--- src/sv/zbtp_pkg.sv ---
// shared types, codes and the shade ramp for the torus point plotter
// no dependencies
package zbtp_pkg;

    localparam int VAL_W = 48;
    localparam int OP_W  = 34;

    typedef logic signed [VAL_W-1:0] t_val;
    typedef logic signed [OP_W-1:0]  t_opnd;
    typedef logic [4:0]              t_op;

    localparam logic [1:0] ACT_CLEAR = 2'd0;
    localparam logic [1:0] ACT_PLOT  = 2'd1;
    localparam logic [1:0] ACT_READ  = 2'd2;
    localparam logic [1:0] ACT_NONE  = 2'd3;

    // register indexes on the write port
    localparam logic [1:0] CFG_COS_A = 2'd0;
    localparam logic [1:0] CFG_SIN_A = 2'd1;
    localparam logic [1:0] CFG_COS_B = 2'd2;
    localparam logic [1:0] CFG_SIN_B = 2'd3;

    // multiply steps, in issue order
    localparam t_op OP_XA0   = 5'd0;
    localparam t_op OP_SASB  = 5'd1;
    localparam t_op OP_XA    = 5'd2;
    localparam t_op OP_CYCA  = 5'd3;
    localparam t_op OP_XB    = 5'd4;
    localparam t_op OP_X     = 5'd5;
    localparam t_op OP_YA0   = 5'd6;
    localparam t_op OP_SACB  = 5'd7;
    localparam t_op OP_YA    = 5'd8;
    localparam t_op OP_YB    = 5'd9;
    localparam t_op OP_Y     = 5'd10;
    localparam t_op OP_CACX  = 5'd11;
    localparam t_op OP_ZA    = 5'd12;
    localparam t_op OP_Z     = 5'd13;
    localparam t_op OP_CPHCT = 5'd14;
    localparam t_op OP_L0    = 5'd15;
    localparam t_op OP_CACT  = 5'd16;
    localparam t_op OP_L1    = 5'd17;
    localparam t_op OP_L2    = 5'd18;
    localparam t_op OP_CAST  = 5'd19;
    localparam t_op OP_CTSA  = 5'd20;
    localparam t_op OP_LA    = 5'd21;
    localparam t_op OP_L     = 5'd22;
    localparam t_op OP_PX    = 5'd23;
    localparam t_op OP_PY    = 5'd24;
    localparam t_op OP_NCOL  = 5'd25;
    localparam t_op OP_NROW  = 5'd26;

    localparam logic [6:0] CHAR_SPACE = 7'h20;

    typedef struct packed {
        logic cap;
        logic mul;
        logic wb;
        t_op  step;
        logic div_init;
        logic div_step;
        logic eval;
        logic upd;
        logic rd_addr;
        logic rd_fin;
        logic clr_step;
        logic out_load;
    } t_cmd;

    typedef struct packed {
        logic clr_last;
    } t_stat;

    function automatic logic [6:0] ramp_char(input logic [3:0] s);
        logic [6:0] c;
        case (s)
            4'd0, 4'd12: c = 7'h2E;
            4'd1, 4'd13: c = 7'h2C;
            4'd2, 4'd14: c = 7'h2D;
            4'd3, 4'd15: c = 7'h7E;
            4'd4:        c = 7'h3A;
            4'd5:        c = 7'h3B;
            4'd6:        c = 7'h3D;
            4'd7:        c = 7'h21;
            4'd8:        c = 7'h2A;
            4'd9:        c = 7'h23;
            4'd10:       c = 7'h24;
            4'd11:       c = 7'h40;
            default:     c = 7'h40;
        endcase
        return c;
    endfunction

endpackage

--- src/sv/zbtp_ctrl.sv ---
// sequencer for the plotter: clear sweep, multiply steps, divider, memory access
// depends on zbtp_pkg
module zbtp_ctrl (
    input  logic            i_clk,
    input  logic            i_rst_n,
    input  logic            i_in_valid,
    output logic            o_in_ready,
    input  logic [1:0]      i_action,
    output logic            o_out_valid,
    input  logic            i_out_ready,
    input  zbtp_pkg::t_stat i_stat,
    output zbtp_pkg::t_cmd  o_cmd
);
    import zbtp_pkg::*;

    localparam logic [3:0] ST_CLR   = 4'd0;
    localparam logic [3:0] ST_IDLE  = 4'd1;
    localparam logic [3:0] ST_MUL   = 4'd2;
    localparam logic [3:0] ST_WB    = 4'd3;
    localparam logic [3:0] ST_DINIT = 4'd4;
    localparam logic [3:0] ST_DIV   = 4'd5;
    localparam logic [3:0] ST_EVAL  = 4'd6;
    localparam logic [3:0] ST_MRD   = 4'd7;
    localparam logic [3:0] ST_UPD   = 4'd8;
    localparam logic [3:0] ST_RADDR = 4'd9;
    localparam logic [3:0] ST_RMRD  = 4'd10;
    localparam logic [3:0] ST_RFIN  = 4'd11;
    localparam logic [3:0] ST_DONE  = 4'd12;

    logic [3:0] r_state, n_state;
    t_op        r_step, n_step;
    logic [3:0] r_cnt, n_cnt;
    logic       r_after, n_after;
    logic       r_ovalid, n_ovalid;
    logic       accept;

    assign o_in_ready  = (r_state == ST_IDLE);
    assign o_out_valid = r_ovalid;
    assign accept      = i_in_valid && o_in_ready;

    always_comb begin
        n_state  = r_state;
        n_step   = r_step;
        n_cnt    = r_cnt;
        n_after  = r_after;
        n_ovalid = r_ovalid && !i_out_ready;
        o_cmd    = '0;
        o_cmd.step = r_step;
        case (r_state)
            ST_CLR: begin
                o_cmd.clr_step = 1'b1;
                if (i_stat.clr_last) begin
                    n_state = r_after ? ST_DONE : ST_IDLE;
                end
            end
            ST_IDLE: begin
                if (accept) begin
                    o_cmd.cap = 1'b1;
                    n_step    = OP_XA0;
                    case (i_action)
                        ACT_CLEAR: begin
                            n_state = ST_CLR;
                            n_after = 1'b1;
                        end
                        ACT_PLOT: n_state = ST_MUL;
                        ACT_READ: n_state = ST_RADDR;
                        default:  n_state = ST_DONE;
                    endcase
                end
            end
            ST_MUL: begin
                o_cmd.mul = 1'b1;
                n_state   = ST_WB;
            end
            ST_WB: begin
                o_cmd.wb = 1'b1;
                n_step   = t_op'(r_step + 5'd1);
                if (r_step == OP_L) begin
                    n_state = ST_DINIT;
                end else if (r_step == OP_NROW) begin
                    n_state = ST_EVAL;
                end else begin
                    n_state = ST_MUL;
                end
            end
            ST_DINIT: begin
                o_cmd.div_init = 1'b1;
                n_cnt   = '0;
                n_state = ST_DIV;
            end
            ST_DIV: begin
                o_cmd.div_step = 1'b1;
                n_cnt = r_cnt + 4'd1;
                if (r_cnt == 4'd15) begin
                    n_state = ST_MUL;
                end
            end
            ST_EVAL: begin
                o_cmd.eval = 1'b1;
                n_state = ST_MRD;
            end
            ST_MRD:  n_state = ST_UPD;
            ST_UPD: begin
                o_cmd.upd = 1'b1;
                n_state = ST_DONE;
            end
            ST_RADDR: begin
                o_cmd.rd_addr = 1'b1;
                n_state = ST_RMRD;
            end
            ST_RMRD: n_state = ST_RFIN;
            ST_RFIN: begin
                o_cmd.rd_fin = 1'b1;
                n_state = ST_DONE;
            end
            ST_DONE: begin
                if (!r_ovalid || i_out_ready) begin
                    o_cmd.out_load = 1'b1;
                    n_ovalid = 1'b1;
                    n_state  = ST_IDLE;
                end
            end
            default: n_state = ST_IDLE;
        endcase
    end

    always_ff @(posedge i_clk) begin
        if (!i_rst_n) begin
            r_state  <= ST_CLR;
            r_step   <= OP_XA0;
            r_cnt    <= '0;
            r_after  <= 1'b0;
            r_ovalid <= 1'b0;
        end else begin
            r_state  <= n_state;
            r_step   <= n_step;
            r_cnt    <= n_cnt;
            r_after  <= n_after;
            r_ovalid <= n_ovalid;
        end
    end

endmodule

--- config.mk ---
export PLATFORM = sky130hd
export DESIGN_NAME = zbtp_ctrl
export DESIGN_NICKNAME = d
export VERILOG_FILES = /design/src/sv/zbtp_pkg.sv /design/src/sv/zbtp_ctrl.sv
export SDC_FILE = /design/constraint.sdc
export NUM_CORES = 1
export LEC_CHECK = 0
export BUFFER_PORTS_ARGS = -buffer_cell sky130_fd_sc_hd__buf_2
export CAP_MARGIN = 20
export CORE_MARGIN = 4
export CORE_UTILIZATION = 55
export DETAILED_ROUTE_END_ITERATION = 10
export GPL_ROUTABILITY_DRIVEN = 0
export PLACE_DENSITY = 0.82
export SLEW_MARGIN = 20
export SYNTH_ARGS = -nofsm -noshare
export SYNTH_HDL_FRONTEND = slang
export SYNTH_SLANG_ARGS = --single-unit
export TNS_END_PERCENT = 20
--- constraint.sdc ---
create_clock -name i_clk -period 2.4 [get_ports i_clk]
set_clock_uncertainty 0.05 [all_clocks]
set_input_delay 0.48 -clock i_clk [delete_from_list [all_inputs] [get_ports i_clk]]
set_output_delay 0.48 -clock i_clk [all_outputs]
set_load 0.01 [all_outputs]
After elaboration in Yosys (flattened, before gate mapping) --
Index checks and enable logic that the tools add are counted.
Word-level totals: flip-flop bits (word level) 15, bits of input ports 7, output and inout port bits 18, word-level logic and storage cells 68
Operators by class: $add $sub $neg 2, equality and inequality tests 21, muxes and demuxes 27, reductions and logical operators 13
Operators with widths (number):
- one-hot mux 4 bit (12 select lines) | 1
- == test 4 bit, second input constant | 6
- two-way mux 4 bit | 6
- == test 4 x 3 -> 1 bit, second input constant | 4
- two-way mux 1 bit | 15
- one-hot mux 4 bit (3 select lines) | 1
- == test 5 bit, second input constant | 2
- one-hot mux 5 bit (2 select lines) | 1
- == test 4 x 2 -> 1 bit, second input constant | 2
- one-hot mux 4 bit (2 select lines) | 1
- inequality test 2 bit, second input constant | 3
- adder 5 x 1 -> 5 bit, second input constant | 1
- two-way mux 5 bit | 1
- adder 4 x 1 -> 4 bit, second input constant | 1
- == test 4 x 1 -> 1 bit, second input constant | 1
- zero test 4 bit | 1
- AND reduction 4 bit | 1
- nonzero test 2 bit | 2
- two-way mux 3 bit | 1
- AND reduction 3 bit | 1
- == test 2 x 1 -> 1 bit, second input constant | 1
- == test 2 bit, second input constant | 1
- logical AND 1 bit | 2
- zero test 1 bit | 2
- 5 further kinds | 5

Logic depth before layout (Yosys ltp) --
Gate-level depths: netlist of the first run.
depth in word-level cells 4, depth in mapped cells 6, mapped depth without buffers 6

Least setup slack after synthesis of the first run --
Ideal clock, no wire load.
kind register -> output, start register r_state[1], end output o_cmd[15] (netlist name), arrival 1.227 ns, required time 1.870 ns, slack 0.643 ns, stages on the path, launching flop included 5, buffers on the path 1, cell sequence dfxtp_1 -> buf_4 -> or2_2 -> nor2_1 -> and2_1
RTL lines:
- start: declaration | RTL line zbtp_ctrl.sv:30 | logic [3:0] r_state, n_state;
- start signal: assignment | RTL line zbtp_ctrl.sv:135 | r_state <= n_state;
- end: declaration | RTL line zbtp_ctrl.sv:12 | output zbtp_pkg::t_cmd o_cmd

==> flow_summary.toml, run 1 <==
[drt]
drtPass1Iterations = 4
ant_nets = 0
drtIter0Drc = 23
via_per_inst = 5.75
wl_mm = 2.34
drc = 0
routed-via-count = 1040
avgRoutedWirePerCell_um = 12.9

[power_and_ir_drop]
vdd_drop_max_uv = 418
power_uw = 604
pwr_density_cell_mw_per_mm2 = 531
leakage_nw = 0.478

[placement]
hpwl_mm = 1.72
dp.cells = 177
preCtsSetupSlack_ns = 0.396
dpl_cell_area_mm2 = 0.00111
io_buffers = 24

[cts]
cts_sinks = 15
clk_pin_slew_ns = 0.10
clk_latency_ns = 0.29
cts_buffers = 3
tritoncts = "built"
cts-root-buf = "clkbuf_4"
h-tree-depth = 1
clock_path_buffers = 2
cts_setup_buffers = 0
cts_resized = 0
cts_hold_buf = 0

[worst_setup_path]
cp-start-kind = "flop"
crit_type = "reg2out"
crit_chain = "or2_2, nor2_1, and2_1, buf_2"
cp_slowest_stage_delay_ns = 0.49
ff2ff_setup_slack_ns = 0.51
cp_data_required_time_ns = 1.87
critPathSlowestCell = "dfxtp_1"
arrival_ns = 1.68
end_kind = "output pin"
cp_max_fo = 18

[floorplan]
die_x_um = 50.6
die_h_um = 50.6
core_mm2 = 0.00173
core.rowCount = 15
ios = 25
start_util_pct = 57.9
dieArea_mm2 = 0.00256

[hold_path]
worstHoldPathType = "in2reg"

[outcome]
run_status = "complete, no violations"

[timing]
tightest_slew_ns = 0.533
hold_slack_ns = 0.440
hold_viol = 0
timing.final.crit_period_ns = 2.21
finalSetupViolCount = 0
slew-limit-headroom_pct = 64.4
maxSlewViolCount = 0
fin_ws_ns = 0.187
tns_ns = 0
period_share_pct = 92.2
grt_setup_unrepaired = "false"
max_freq_ghz = 0.452

[yosys]
ys_seq_elements = 15
yosysWarningCount = 0
netlist-cell-type-count = 43
synth_edf_count = 0
synth_flop_cell = "dfxtp_1"
ys_seq_area_share_pct = 30.0
syn_area_um2 = 1000
syn_nets = 146
avgSynthCellArea_um2 = 7.35
synthArstFlopShare_pct = 0
syn_inst = 136

[global_route]
global_route.overflow_total = 0
grt_max_degree = 23
track_usage_pct = 20.2
antenna_found_initial = 0
grt_pass1_wl_mm = 4.08
grt_pass1_vias = 933

[finish]
syn2layout_area_growth_pct = 13.8
layout.nets = 167
utilization_pct = 65.9
final_cell_mix = "buf_2 (24), nor2_1 (23), a21oi_1 (16), dfxtp_1 (14)"
fin_cells = 181
final_common_cell = "buf_2"
drive_gt1_share_pct = 20.5
antenna_cells = 0
fin_area_mm2 = 0.00114

[flow_run]
max_cap_violations = 0
## critical path: cells and delay by family (launching register included)
| family | cells | cell delay [ns] |
|---|---|---|
| simple gates | 3 | 0.77 |
| flops | 1 | 0.49 |
| buf+inv | 1 | 0.12 |
## cell usage after synthesis, drive strengths merged (2+ instances only)
master | number | area [um2]
dfxtp | 15 | 300
nor2b | 3 | 18.8
and4bb | 2 | 25.0
a21oi | 16 | 80.1
o21ai | 8 | 40.0
inv | 5 | 18.8
ha | 3 | 37.5
nor3b | 2 | 15.0
nand2b | 5 | 38.8
nor3 | 7 | 35.0
clkbuf | 2 | 7.51
nand2 | 7 | 26.3
nand3 | 7 | 35.0
nor2 | 23 | 86.3
and2 | 2 | 12.5
buf | 6 | 37.5
## area by class of cell
class                   count  area (um2)
clock buffers               3        22.5
fillers                   167         589
inverters                   6        22.5
multi-input cells         107         632
well taps                  25        31.3
flip-flops and latches     15         302
clock inverters             1        7.51
repair buffers             24         120
## power breakdown
group          total (mW)  internal, mW  switching (mW)  leakage, nW
Combinational       0.150        0.0676          0.0827        0.342
Clock               0.155        0.0633          0.0916       0.0139
Sequential          0.299         0.259          0.0394        0.122
## metal layers
metal  track usage (%)  part of all wire (%)
met1              25.8                    44
met2              34.3                    48
met3              2.97                   7.7
met4              6.73                  0.56
met5                 0                     0
## sequential cells by signal, summed over array words and instances (netlist names)
signal       cells
r_step           5
r_after          1
r_state          4
r_cnt            4
o_out_valid      1
## path summary, 6_finish.rpt
kind	startpoint	end	cells past startpoint
worst max register to register	r_state[1]	r_state[0]	4
worst min register to register	r_cnt[3]	r_cnt[3]	2
worst max-delay path	r_state[1]	o_cmd[15]	4
worst min-delay path	i_rst_n	r_state[0]	2
## kinds of logic (layout without fill, tap and decap cells)
| family | Yosys count | in the layout | synth area share (%) |
|---|---|---|---|
| compound gates | 36 | 36 | 21.8 |
| buf+inv | 14 | 34 | 6.76 |
| xor+xnor | 1 | 1 | 0.876 |
| simple gates | 66 | 66 | 35.8 |
| fa+ha+maj | 3 | 3 | 3.76 |
| mux | 1 | 1 | 1.00 |
| flops | 15 | 15 | 30.0 |
Power figures use the tool's default switching activity.
==> inputs of run 2 (changes only) <==
--- a/config.mk
+++ b/config.mk
@@ -8,10 +8,11 @@
 export BUFFER_PORTS_ARGS = -buffer_cell sky130_fd_sc_hd__buf_2
 export CAP_MARGIN = 20
 export CORE_MARGIN = 4
-export CORE_UTILIZATION = 55
+export CORE_UTILIZATION = 51
+export CTS_CLUSTER_DIAMETER = 120
 export DETAILED_ROUTE_END_ITERATION = 10
 export GPL_ROUTABILITY_DRIVEN = 0
-export PLACE_DENSITY = 0.82
+export PLACE_DENSITY = 0.77
 export SLEW_MARGIN = 20
 export SYNTH_ARGS = -nofsm -noshare
 export SYNTH_HDL_FRONTEND = slang
==> constraint.sdc (replaced) <==
create_clock -name i_clk -period 2.2 [get_ports i_clk]
set_clock_uncertainty 0.05 [all_clocks]
set_input_delay 0.44 -clock i_clk [delete_from_list [all_inputs] [get_ports i_clk]]
set_output_delay 0.44 -clock i_clk [all_outputs]
set_load 0.01 [all_outputs]
==> flow_summary.toml, run 2 (synthesis results as in run 1) <==
[floorplan]
core_mm2 = 0.00178
ios = 25
core.rowCount = 15
die_x_um = 52.3
die_h_um = 52.3
dieArea_mm2 = 0.00273
start_util_pct = 56.1

[placement]
io_buffers = 24
hpwl_mm = 1.79
dpl_cell_area_mm2 = 0.00112

[power_and_ir_drop]
power_uw = 657
pwr_density_cell_mw_per_mm2 = 571
vdd_drop_max_uv = 331
leakage_nw = 0.493

[timing]
period_share_pct = 94.0
maxSlewViolCount = 0
hold_viol = 0
tns_ns = 0
tightest_slew_ns = 0.490
slew-limit-headroom_pct = 67.3
grt_setup_unrepaired = "false"
timing.final.crit_period_ns = 2.07
hold_slack_ns = 0.406
finalSetupViolCount = 0
max_freq_ghz = 0.483

[finish]
fin_area_mm2 = 0.00115
antenna_cells = 0
layout.nets = 169
final_common_cell = "buf_2"
syn2layout_area_growth_pct = 15.1
largest_register_ff_count = 5
drive_gt1_share_pct = 22.2
final.fill_count = 160
final_cell_mix = "buf_2 (24), nor2_1 (23), a21oi_1 (16), dfxtp_1 (13)"
top_regs = "r_step: 5 flops, r_cnt: 4 flops, r_state: 4 flops"
largest_register = "r_step"

[outcome]
run_status = "complete, no violations"

[cts]
cts_buffers = 3
h-tree-depth = 1
cts-root-buf = "clkbuf_4"
clk_pin_slew_ns = 0.10
clock_path_buffers = 2
clk_latency_ns = 0.29
tritoncts = "built"
cts_setup_buffers = 0
cts_hold_buf = 0
cts_sinks = 15

[drt]
drc = 0
drtIter0Drc = 25
avgRoutedWirePerCell_um = 13.1
routed-via-count = 1043
drtPass1Iterations = 4
via_per_inst = 5.70
ant_nets = 0
wl_mm = 2.40

[worst_setup_path]
critPathSlowestCell = "dfxtp_1"
cp_data_required_time_ns = 1.71
cp-start-kind = "flop"
cp_slowest_stage_delay_ns = 0.64
cp_max_fo = 17
end_kind = "output pin"
crit_type = "reg2out"
ff2ff_setup_slack_ns = 0.44
arrival_ns = 1.58
setup.worst_path.start = "r_state[2]"
rr_startpoint = "r_state[2]"
rr_endpoint = "r_cnt[2]"
r2r_cells = 4
endpoint = "o_cmd[15]"
crit_chain = "nand2b_1, nor2_1, and2_1, buf_2"

[global_route]
antenna_found_initial = 0
grt_pass1_vias = 919
grt_max_degree = 19
grt_pass1_wl_mm = 4.01
track_usage_pct = 19.5
global_route.overflow_total = 0

[flow_run]
max_cap_violations = 0

[hold_path]
worstHoldPathType = "in2reg"
min-delay-start = "i_rst_n"
run 2: layer usage:
layer | up-vias | global-route usage [%] | part of all wire [%]
li1 | 531 | - | -
met1 | 469 | 24.5 | 45
met2 | 37 | 32.0 | 47
met3 | 6 | 3.42 | 5.8
met4 | 0 | 8.94 | 2.0
met5 | - | 0 | 0
run 2: cell type report:
type / count / area (um2) / area share, %
Multi-Input combinational cell: 107 / 632 / 54.9
Sequential cell: 15 / 303 / 26.3
Timing Repair Buffer: 26 / 135 / 11.7
Tap cell: 25 / 31.3 / 2.72
Clock buffer: 3 / 22.5 / 1.96
Inverter: 6 / 22.5 / 1.96
Clock inverter: 1 / 5.00 / 0.435
run 2: how the worst min path moves through the flow:
stage | end | slack (ns) | cells after the start
after floorplan | r_after | 0.40 | 2
after global placement | r_cnt[3] | 0.43 | 2
after detailed placement | r_after | 0.44 | 2
after CTS | r_state[0] | 0.40 | 2
after global routing | r_state[0] | 0.41 | 2
final | r_state[0] | 0.41 | 2
run 2: what timing repair did:
action / 4_1_cts / 5_1_grt
endpoints found under the hold margin: 0 / 0
endpoints found under the setup margin: 0 / 3
resized for setup: 0 / 2
run 2: worst max-delay path: cells and delay by family, from the launching register on:
family                 cells  cell delay (ns)
DFF                        1             0.64
and+or+nand+nor            3             0.52
buffers and inverters      1             0.13
run 2: power by group:
part           internal, mW  switching (mW)  total, mW
logic                0.0793           0.102      0.181
registers             0.283          0.0347      0.318
clock network        0.0675          0.0910      0.158
total                 0.430           0.227      0.657
run 2: metrics by stage:
step | utilization (%) | std cells | worst slack, ns
2_1_floorplan | - | 136 | 0.483
3_3_place_gp | 62.9 | 179 | 0.425
3_5_place_dp | 62.9 | 179 | 0.353
4_1_cts | 64.4 | 183 | 0.0494
5_1_grt | 64.6 | 183 | 0.00652
6_report | 64.6 | 183 | 0.131
==> inputs of run 3 (changes only) <==
--- a/config.mk
+++ b/config.mk
@@ -5,6 +5,7 @@
 export SDC_FILE = /design/constraint.sdc
 export NUM_CORES = 1
 export LEC_CHECK = 0
+export ABC_AREA = 1
 export BUFFER_PORTS_ARGS = -buffer_cell sky130_fd_sc_hd__buf_2
 export CAP_MARGIN = 20
 export CORE_MARGIN = 4
==> flow_summary.toml, run 3 <==
[outcome]
run_status = "complete, no violations"

[yosys]
netlist-cell-type-count = 22
syn_area_um2 = 986
yosys.area.top_type = "dfxtp_1"
synth.top_cells.by_area = "dfxtp_1 (30%), nand2_1 (14%), inv_1 (8.8%)"
synth_edf_count = 0
avgSynthCellArea_um2 = 6.32
syn_inst = 156
ys_seq_area_share_pct = 30.5
synth_top_area_share_pct = 30.5
syn_nets = 166
yosys-top-cells-count = "nand2_1 (38), inv_1 (23), nor2_1 (16)"
yosysMostFrequentCell = "nand2_1"
synth_flop_cell = "dfxtp_1"
ys_seq_elements = 15
synthArstFlopShare_pct = 0
yosysWarningCount = 0

[global_route]
antenna_found_initial = 0
grt_max_degree = 12
track_usage_pct = 19.2
grt_pass1_wl_mm = 3.95
global_route.overflow_total = 0
grt_pass1_vias = 881

[placement]
io_buffers = 24
hpwl_mm = 1.81
dp.cells = 204

[worst_setup_path]
arrival_ns = 1.38
critPathSlowestCell = "dfxtp_1"
cp-start-kind = "flop"
cp_max_fo = 7
crit_chain = "inv_1, nor2_1, nand2_1, inv_1, buf_2"
ff2ff_setup_slack_ns = 0.79
cp_common_cell = "inv_1"
cp_slowest_stage_delay_ns = 0.46
r2r_cells = 9
crit_type = "reg2out"
cp_data_required_time_ns = 1.71
end_kind = "output pin"

[cts]
h-tree-depth = 1
cts_hold_buf = 0
clk_latency_ns = 0.28
cts_setup_buffers = 0
clk_pin_slew_ns = 0.09
cts_resized = 0
tritoncts = "built"
cts_sinks = 15
clock_path_buffers = 2
cts-root-buf = "clkbuf_4"
cts_buffers = 3

[finish]
multiInputGateArea_um2 = 584
final_cell_mix = "nand2_1 (38), buf_2 (24), inv_1 (23), nor2_1 (16)"
fin_cells = 208
largest_register_ff_count = 5
final.fill_count = 170
drive_gt1_share_pct = 24.0
largest_register = "r_step"
final_common_cell = "nand2_1"
syn2layout_area_growth_pct = 17.6
layout.nets = 194
ff_latch_area_um2 = 300
antenna_cells = 0
top_regs = "r_step: 5 flops, r_cnt: 4 flops, r_state: 4 flops"

[floorplan]
dieArea_mm2 = 0.00270
ios = 25
core_mm2 = 0.00178
die_h_um = 52.0
die_x_um = 52.0
start_util_pct = 55.3
core.rowCount = 15

[drt]
ant_nets = 0
routed-via-count = 1021
drc = 0
drtIter0Drc = 27
via_per_inst = 4.91
avgRoutedWirePerCell_um = 10.7
wl_mm = 2.22
drtPass1Iterations = 4

[timing]
max_freq_ghz = 0.536
tightest_slew_ns = 0.359
timing.final.crit_period_ns = 1.87
finalSetupViolCount = 0
grt_setup_unrepaired = "false"
maxSlewViolCount = 0
hold_viol = 0
slew-limit-headroom_pct = 76.0
tns_ns = 0
period_share_pct = 84.8

[power_and_ir_drop]
leakage_nw = 0.609
power_uw = 942
vdd_drop_max_uv = 406
pwr_density_cell_mw_per_mm2 = 812

[flow_run]
max_cap_violations = 0

[hold_path]
min_path_cells = 3
worstHoldPathType = "in2reg"
==> run 3: worst paths after layout <==
kind / from / end
worst min register to register: r_after / r_after
worst max register to register: r_state[0] / r_state[0]
worst min-delay path: i_rst_n / r_state[0]
worst max-delay path: r_state[0] / o_cmd[3]
==> run 3: per-stage QoR <==
step	hold WS (ns)	setup slack, ns	util [%]	cell area, um2
2_1_floorplan	0.397	0.816	-	986
3_3_place_gp	0.423	0.720	63.6	1130
3_5_place_dp	0.430	0.664	63.6	1130
4_1_cts	0.379	0.349	65.1	1160
5_1_grt	0.385	0.226	65.1	1160
6_report	0.383	0.334	65.1	1160
==> run 3: cells by family after synthesis <==
kind of cell | Yosys count | share of synthesized area, %
AND/OR/NAND/NOR | 90 | 44.3
buffers and inverters | 27 | 10.3
AO/OA/AOI/OAI | 20 | 10.3
flip-flops | 15 | 30.5
adder cells (fa/ha/maj) | 3 | 3.81
XOR/XNOR | 1 | 0.888
==> run 3: layer usage <==
| metal | GRT usage (%) | routed length, um | share of wire, % |
|---|---|---|---|
| met1 | 27.3 | 1090 | 49 |
| met2 | 29.5 | 999 | 45 |
| met4 | 5.24 | 8 | 0.36 |
| met3 | 3.44 | 124 | 5.6 |
| met5 | 0 | 0 | 0 |
==> run 3: worst max-delay path, delay by kind of cell (launching register included) <==
family	cells	cell delay (ns)
DFF	1	0.46
buffers and inverters	3	0.32
and+or+nand+nor	2	0.32
==> run 3: cell type report <==
| class | count | share of cell area [%] |
|---|---|---|
| Inverter | 26 | 8.41 |
| Tap cell | 25 | 2.70 |
| Sequential cell | 15 | 25.9 |
| Clock buffer | 4 | 2.27 |
| Multi-Input combinational cell | 114 | 50.4 |
| Timing Repair Buffer | 24 | 10.4 |
==> run 3: power by group <==
group	switching, mW	total, mW	internal (mW)
clock	0.0857	0.156	0.0703
sequential	0.0356	0.333	0.297
combinational	0.302	0.454	0.152
total	0.423	0.942	0.519
